### src/rtl/core/ttlc_pkg.sv
`timescale 1ns / 1ps
// ----------------------------------------------------------------------------
// ttlc_pkg
// Shared constants and types of the expiring cache.
// ----------------------------------------------------------------------------
package ttlc_pkg;
  localparam int ENTRIES  = 64;
  localparam int MAX_HITS = 5;
  localparam int IDX_W    = $clog2(ENTRIES);
  localparam int CNT_W    = $clog2(MAX_HITS + 1);
  localparam int KEY_W    = 32;
  localparam int ADDR_W   = 32;
  localparam int TIME_W   = 31;
  localparam int LIFE_W   = 16;
  localparam int SLOT_W   = 6;
  localparam logic [LIFE_W-1:0] LIFE_RST = LIFE_W'(10);
  localparam logic OP_LOOKUP = 1'b0;
  localparam logic OP_INSERT = 1'b1;

  typedef struct packed {
    logic              valid;
    logic [KEY_W-1:0]  key;
    logic [ADDR_W-1:0] addr;
    logic [TIME_W-1:0] expiry;
  } entry_t;

  typedef enum logic [2:0] {
    ST_IDLE = 3'b001,
    ST_SCAN = 3'b010,
    ST_FIN  = 3'b100
  } state_t;
endpackage

### src/rtl/core/ttlc_cell.sv
`timescale 1ns / 1ps
// ----------------------------------------------------------------------------
// ttlc_cell
// One cache entry; passes its contents to the neighbor when the ring turns.
// ----------------------------------------------------------------------------
module ttlc_cell (
  input  logic            clk,
  input  logic            rst_n,
  input  logic            shift_en,
  input  logic            wr_en,
  input  ttlc_pkg::entry_t din,
  input  ttlc_pkg::entry_t wr_data,
  output ttlc_pkg::entry_t q
);
  logic valid_r;
  logic [ttlc_pkg::KEY_W-1:0]  key_r;
  logic [ttlc_pkg::ADDR_W-1:0] addr_r;
  logic [ttlc_pkg::TIME_W-1:0] exp_r;

  always_ff @(posedge clk) begin
    if (!rst_n) begin
      valid_r <= 1'b0;
    end else if (wr_en) begin
      valid_r <= wr_data.valid;
    end else if (shift_en) begin
      valid_r <= din.valid;
    end
  end

  always_ff @(posedge clk) begin
    if (wr_en) begin
      key_r  <= wr_data.key;
      addr_r <= wr_data.addr;
      exp_r  <= wr_data.expiry;
    end else if (shift_en) begin
      key_r  <= din.key;
      addr_r <= din.addr;
      exp_r  <= din.expiry;
    end
  end

  assign q = '{valid: valid_r, key: key_r, addr: addr_r, expiry: exp_r};
endmodule

### config.mk
export PLATFORM = sky130hd
export DESIGN_NAME = ttlc_cell
export DESIGN_NICKNAME = d
export VERILOG_FILES = /design/src/rtl/core/ttlc_pkg.sv /design/src/rtl/core/ttlc_cell.sv
export SDC_FILE = /design/constraint.sdc
export NUM_CORES = 1
export LEC_CHECK = 0
export ABC_AREA = 1
export BUFFER_PORTS_ARGS = -buffer_cell sky130_fd_sc_hd__buf_2
export CAP_MARGIN = 30
export CELL_PAD_IN_SITES_DETAIL_PLACEMENT = 1
export CELL_PAD_IN_SITES_GLOBAL_PLACEMENT = 1
export CORE_MARGIN = 4
export CORE_UTILIZATION = 26
export CTS_BUF_LIST = sky130_fd_sc_hd__clkbuf_16
export CTS_CLUSTER_DIAMETER = 80
export DETAILED_ROUTE_END_ITERATION = 7
export GPL_ROUTABILITY_DRIVEN = 1
export PLACE_DENSITY = 0.81
export SETUP_SLACK_MARGIN = 0.3
export SYNTH_ARGS = -nofsm -noshare
export SYNTH_HDL_FRONTEND = slang
export SYNTH_SLANG_ARGS = --single-unit
export TNS_END_PERCENT = 20
### constraint.sdc
create_clock -name clk -period 3.33 [get_ports clk]
set_input_delay 0.8325 -clock clk [delete_from_list [all_inputs] [get_ports clk]]
set_output_delay 0.8325 -clock clk [all_outputs]
set_load 0.005 [all_outputs]
-- Word-level counts from Yosys, hierarchy flattened
Index checks and enable logic that the tools add are counted.
- mux-type cells: 8
- reductions and logical operators: 1
- operators with widths (cell ; number):
    two-way mux 32 bit ; 4
    two-way mux 31 bit ; 2
    two-way mux 1 bit ; 2
    nonzero test 2 bit ; 1
- bits in registers: 96
- bits of input ports: 196
- output and inout port bits: 96

-- Longest topological paths before layout
Gate-level depths: netlist of the first run.
- depth in word-level cells: 2
- mapped depth: 7

-- Least setup slack after synthesis of the first run
OpenSTA, ideal clock, no wires.
- kind: input to register
- start: in wr_en
- end: reg addr_r[0] (netlist bit) (enable)
- library setup time: 0.449 ns
- arrival time: 2.861 ns
- path slack: 0.021 ns
- cell stages on the path: 3
- cell sequence: buf_4 nor2_1 inv_1
- word-level cells in the longest chain between the ends: 1
- ends and longest elaborated chain (what ; RTL line ; RTL):
    from (decl) ; ttlc_cell.sv:10 ; input logic wr_en,
    nonzero test 2 bit (no line) ; n/a ;
    to (signal assigned) ; ttlc_cell.sv:33 ; addr_r <= wr_data.addr;
    to (signal assigned) ; ttlc_cell.sv:37 ; addr_r <= din.addr;
    to (decl) ; ttlc_cell.sv:17 ; logic [ttlc_pkg::ADDR_W-1:0] addr_r;
Every way passes these cells.
A chain may end at the register's enable or synchronous reset.

-- Worst setup path in the final report of the first run
- start: in wr_en
- end: reg addr_r[28] (netlist bit) (enable)
Same word-level chain as after synthesis.

==> results of run 1 <==
[cells in the mapped netlist]
| master | count | area (um^2) |
|---|---|---|
| nand3_1 | 2 | 10.0 |
| inv_4 | 1 | 6.26 |
| edfxtp_1 | 95 | 2850 |
| inv_1 | 2 | 7.51 |
| buf_4 | 7 | 52.6 |
| nor2_1 | 1 | 3.75 |
| buf_2 | 10 | 50.1 |
| buf_6 | 5 | 56.3 |
| nand2_1 | 288 | 1080 |
| dfxtp_1 | 1 | 20.0 |
[through the flow]
| step | setup slack (ns) | cells | instance area, um^2 |
|---|---|---|---|
| 2_1_floorplan | 0.316 | 412 | 4140 |
| 3_3_place_gp | 0.930 | 895 | 5730 |
| 3_5_place_dp | 0.903 | 895 | 5730 |
| 4_1_cts | 1.27 | 911 | 6020 |
| 5_1_grt | 1.18 | 911 | 6020 |
| 6_report | 1.30 | 911 | 6020 |
[metal layers]
metal	routed length (um)	up-vias	track usage, %
met1	5160	1738	15.6
met5	13	-	0
met2	7300	176	27.5
met4	235	2	4.92
li1	-	1882	-
met3	1290	18	5.51
[where the power goes]
part | internal (mW) | switching, mW
clock | 0.575 | 0.432
combinational | 0.206 | 0.231
sequential | 1.48 | 0.0354
total | 2.26 | 0.698
[registers in the layout, indices dropped and copies added, names as in the netlist]
name and flops:
key_r 32, exp_r 31, valid_r 1, addr_r 32
[worst paths after layout]
check / from / endpoint / slack [ns] / cells past startpoint
max: wr_en / addr_r[28] / 1.30 / 4
min: valid_r / valid_r / 0.56 / 4
max reg2reg: valid_r / valid_r / 2.70 / 4
min reg2reg: valid_r / valid_r / 0.56 / 4
[worst max-delay path, stage by stage]
cell        delay (ns)
buf_4             0.31
nor2_1            0.15
clkinvlp_4        0.10
buf_4             0.56
[cell usage in the layout (no fill, tap or decap)]
master	instances
nor2_1	1
dfxtp_1	1
edfxtp_1	95
nand3_1	2
clkinvlp_4	2
clkinv_4	1
buf_4	4
bufinv_16	1
clkbuf_16	9
clkinv_1	3
buf_2	290
clkinv_2	1
inv_4	1
nand2_1	288
inv_1	1
[kinds of logic (layout without fill, tap and decap cells)]
kind of cell | after synthesis | in the layout | synth area share, %
buffers and inverters | 25 | 313 | 4.17
AND/OR/NAND/NOR | 291 | 291 | 26.4
flip-flops | 96 | 96 | 69.4
[cell type report]
type                            instances  area (um^2)  share of cell area [%]
Clock buffer                            9          225                    3.74
Clock inverter                          7         62.6                    1.04
Inverter                                3         17.5                   0.291
Multi-Input combinational cell        291         1090                    18.2
Sequential cell                        96         2870                    47.7
Tap cell                              211          264                    4.39
Timing Repair Buffer                  294         1480                    24.6
==> summary.txt, run 1 <==
Status
  • Status: complete, no violations

Clock network
  • Post-CTS Setup Bufs: 0
  • CTS tree: yes
  • Clock sinks: between 90 and 100
  • CTS H-tree depth: 3
  • CTS max path bufs: 2
  • Cts repair resizes: 0
  • Post-CTS Hold Buffers: 0
  • Skew-Pair Late Insertion Delay: roughly 0.33 ns
  • Clk slew on worst S/H paths: about 0.070 ns
  • TritonCTS Buffers: 9
  • Clock root cell: clkbuf_16

Placement
  • Placer Congestion: between 0.7 and 0.8
  • Port Buffers: roughly 290
  • Post-DP HPWL: ~11 mm

Setup path
  • CP max FO: 54
  • Kind of end point of the critical path: flop
  • Startpoint types: primary input
  • Required time of the critical path: around 3.3 ns
  • CP Class: in2reg
  • Worst Path Arrival: around 2.0 ns

Timing
  • Final setup fails: 0
  • Setup TNS: 0 ns
  • Minimum clock period: about 2.0 ns
  • Final Slew Violations: 0
  • Fmax: a little under 500 MHz
  • Max_slew headroom: between 30% and 40%
  • Final Hold Fails: 0
  • Setup Skew: 0 ns
  • Worst Tran Pin Value: between 0.9 and 1 ns
  • RSZ-0062 raised after global routing: false
  • Crit share post-route: 61.0%
  • WHS: 0.559 ns

GRT
  • Vias in the first global route: 3939
  • First-pass GRT wire length: just over 20 mm
  • Grt total ovfl: 0
  • Pin count of the biggest net entering global routing: just under 100
  • Initial antenna violation count: 1
  • GRT Overall Usage: ~15%

Worst hold path
  • Hold/Removal Path Class: reg2reg

Routing
  • DR WL/cell: roughly 15 um
  • Detailed-route wire length: ~14 mm
  • DR iter-0 viols: between 100 and 150
  • Drc violations: 0
  • Via count: around 3800
  • Pre-antenna DRT Iters: 4
  • Post-DRT Antenna Nets: 0
  • Vias/cell: around 4.2

Floorplanning
  • Die Wd: between 100 and 150 um
  • Die area: between 0.015 and 0.02 mm^2
  • Core Area: 0.0154 mm^2
  • # IOs: 292
  • Rows: 45
  • Height of the die: around 130 um
  • Initial Util: ~27%

Flow run
  • Max cap viols: 0

Synth
  • Distinct cell type count after synthesis: 10
  • Net Count, Synth: ~600
  • Post-synthesis sequential area ratio: between 60% and 70%
  • Avg Cell Area, Syn: 10.0 um^2
  • Cell area after synthesis: between 0.004 and 0.005 mm^2
  • Synth warn: 0
  • FF+latch count, synth: between 90 and 100
  • Synth Instances: a little over 400

Pwr
  • Leakage power: roughly 3.2 nW
  • PD cells: ~500 mW/mm^2
  • Worst VDD drop: 0.247 mV
  • Final Total Pwr: ~3.0 mW

Cells and area
  • Fin nets: about 890
  • Layout Utilization: between 30 and 40%
  • Layout cells sized above 1: about 44%
  • # fillers: slightly below 2000
  • Area Overhead vs Synth: 45.4%
  • N_diodes: 0
Note: power is estimated with default switching activity, not from simulation.
==> run 2: changes to the inputs <==
- clock period: 3.33 -> 1.7 ns (I/O delays scaled with it)
==> summary.txt, run 2 (synthesis results as in run 1) <==
Timing
  • Setup Skew: 0 ns (unchanged)
  • Fmax: approximately 760 MHz
  • Max_slew headroom: 63.1% (was 34.1%)
  • RSZ-0062 raised after global routing: false (unchanged)
  • Worst Tran Pin Value: 0.554 ns (was 0.988 ns)
  • WHS: 0.294 ns (was 0.559 ns)
  • Final Slew Violations: 0 (unchanged)
  • Final setup fails: 0 (unchanged)
  • Setup TNS: 0 ns (unchanged)
  • Crit share post-route: between 70 and 80%
  • Post-route setup slack: 0.380 ns (was 1.30 ns)
  • Minimum clock period: ~1.3 ns
  • Final Hold Fails: 0 (unchanged)

Clock network
  • CTS H-tree depth: 3 (unchanged)
  • Skew-Pair Late Insertion Delay: 0.34 ns (was 0.33 ns)
  • Cts repair resizes: 0 (unchanged)
  • Clock sinks: 96 (unchanged)
  • TritonCTS Buffers: 9 (unchanged)
  • Clk slew on worst S/H paths: 0.07 ns (about the same)
  • CTS max path bufs: 2 (unchanged)
  • Post-CTS Setup Bufs: 0 (unchanged)
  • CTS tree: yes (unchanged)
  • Clock root cell: clkbuf_16 (unchanged)
  • Post-CTS Hold Buffers: 0 (unchanged)

Floorplanning
  • Rows: 45 (unchanged)
  • Die Wd: 134 um (unchanged)
  • Initial Util: 26.8% (unchanged)
  • Height of the die: 134 um (unchanged)
  • Die area: 0.0180 mm^2 (unchanged)
  • # IOs: 292 (unchanged)
  • Core Area: 0.0154 mm^2 (unchanged)

Routing
  • Pre-antenna DRT Iters: 4 (unchanged)
  • Vias/cell: 4.17 (was 4.19)
  • Post-DRT Antenna Nets: 0 (unchanged)
  • Detailed-route wire length: 14.1 mm (was 14.0 mm)
  • DR iter-0 viols: 163 (was 113)
  • Drc violations: 0 (unchanged)
  • Via count: 3808 (was 3816)
  • DR WL/cell: 15.4 um (about the same)

Setup path
  • CP Class: reg2out (was in2reg)
  • CP max FO: 1 (was 54)
  • Worst Path Arrival: 0.89 ns (was 1.99 ns)
  • Max incr delay on CP: 0.41 ns (was 0.56 ns)
  • Crit path cell chain: buf_2 (was buf_4 > nor2_1 > clkinvlp_4 > buf_4)
  • FF-to-FF Start: valid_r (unchanged)
  • CP max stage cell: edfxtp_1 (was buf_4)
  • CP startpoint: exp_r[14] (was wr_en)
  • CP top delay family: flip-flops (was buffers and inverters)
  • Startpoint types: flop (was primary input)
  • Required time of the critical path: 1.27 ns (was 3.29 ns)
  • Crit path buf inv count: 1 (was 3)
  • Kind of end point of the critical path: output port (was flop)

Pwr
  • Final Total Pwr: 6.00 mW (was 2.96 mW)
  • PD cells: 979 mW/mm^2 (was 492 mW/mm^2)
  • Worst VDD drop: 0.590 mV (was 0.247 mV)
  • Leakage power: 3.21 nW (was 3.16 nW)

Cells and area
  • # fillers: 1907 (was 1937)
  • Layout Utilization: 39.7% (was 39.0%)
  • Post-route cell area: 0.00612 mm^2 (was 0.00602 mm^2)
  • Most frequent cells in the layout: 290 x buf_2, 288 x nand2_1, 95 x edfxtp_1, 9 x clkbuf_16, 4 x buf_12 (was 290 x buf_2, 288 x nand2_1, 95 x edfxtp_1, 9 x clkbuf_16, 4 x buf_4)
  • Register area: 0.00287 mm^2 (unchanged)
  • Layout cells sized above 1: 44.5% (was 44.1%)
  • Area Overhead vs Synth: 47.9% (was 45.4%)
  • N_diodes: 0 (unchanged)
  • Finished Layout Cells: 914 (was 911)
  • Commonest non-fill, non-tap cell in the layout: buf_2 (unchanged)
  • Multi-input logic area: 0.00110 mm^2 (was 0.00109 mm^2)
  • Top Registers: addr_r: 32 flops, key_r: 32 flops, exp_r: 31 flops (unchanged)
  • Fin nets: 894 (was 891)

Worst hold path
  • Worst Min Path Start: rst_n (was valid_r)
  • Hold/Removal Path Class: in2reg (was reg2reg)

Placement
  • Worst slack, placed: 0.213 ns (was 0.903 ns)
  • Area after DPL: 0.00581 mm^2 (was 0.00573 mm^2)
  • Post-Place Cells: 898 (was 895)
  • Post-DP HPWL: 11.1 mm (was 10.8 mm)
  • Port Buffers: 291 (unchanged)
  • Placer Congestion: 0.774 (was 0.769)

GRT
  • First-pass GRT wire length: 20.7 mm (was 20.6 mm)
  • GRT Overall Usage: 14.9% (about the same)
  • Vias in the first global route: 3926 (was 3939)
  • Initial antenna violation count: 0 (was 1)
  • Pin count of the biggest net entering global routing: 59 (was 97)
  • Grt total ovfl: 0 (unchanged)

Flow run
  • Max cap viols: 0 (unchanged)

Status
  • Status: complete, no violations (unchanged)
-- run 2: metal layers --
metal / GRT usage (%) / part of all wire [%] / vias to the layer above
li1: - / - / 1886
met5: 0 / 0 / -
met1: 15.7 / 36 / 1730
met4: 5.94 / 2.2 / 0
met2: 27.7 / 53 / 172
met3: 4.31 / 8.2 / 20
-- run 2: power by group --
part	leakage, nW	internal [mW]	switching, mW	total (mW)
Sequential	0.987	2.90	0.0648	2.97
Combinational	2.07	0.420	0.458	0.878
Clock	0.152	1.28	0.876	2.15
Total	3.21	4.60	1.40	6.00
-- run 2: area by class of cell --
| type | instances | share of cell area, % |
|---|---|---|
| Clock buffer | 9 | 3.68 |
| Clock inverter | 7 | 1.43 |
| Inverter | 3 | 0.286 |
| Multi-Input combinational cell | 291 | 18.0 |
| Sequential cell | 96 | 46.9 |
| Tap cell | 211 | 4.31 |
| Timing Repair Buffer | 297 | 25.4 |
-- run 2: final timing paths --
path | to | slack [ns] | cells past startpoint
worst max-delay path | q[14] | 0.38 | 1
worst min-delay path | valid_r | 0.29 | 3
worst max register to register | valid_r | 1.06 | 4
worst min register to register | valid_r | 0.58 | 4
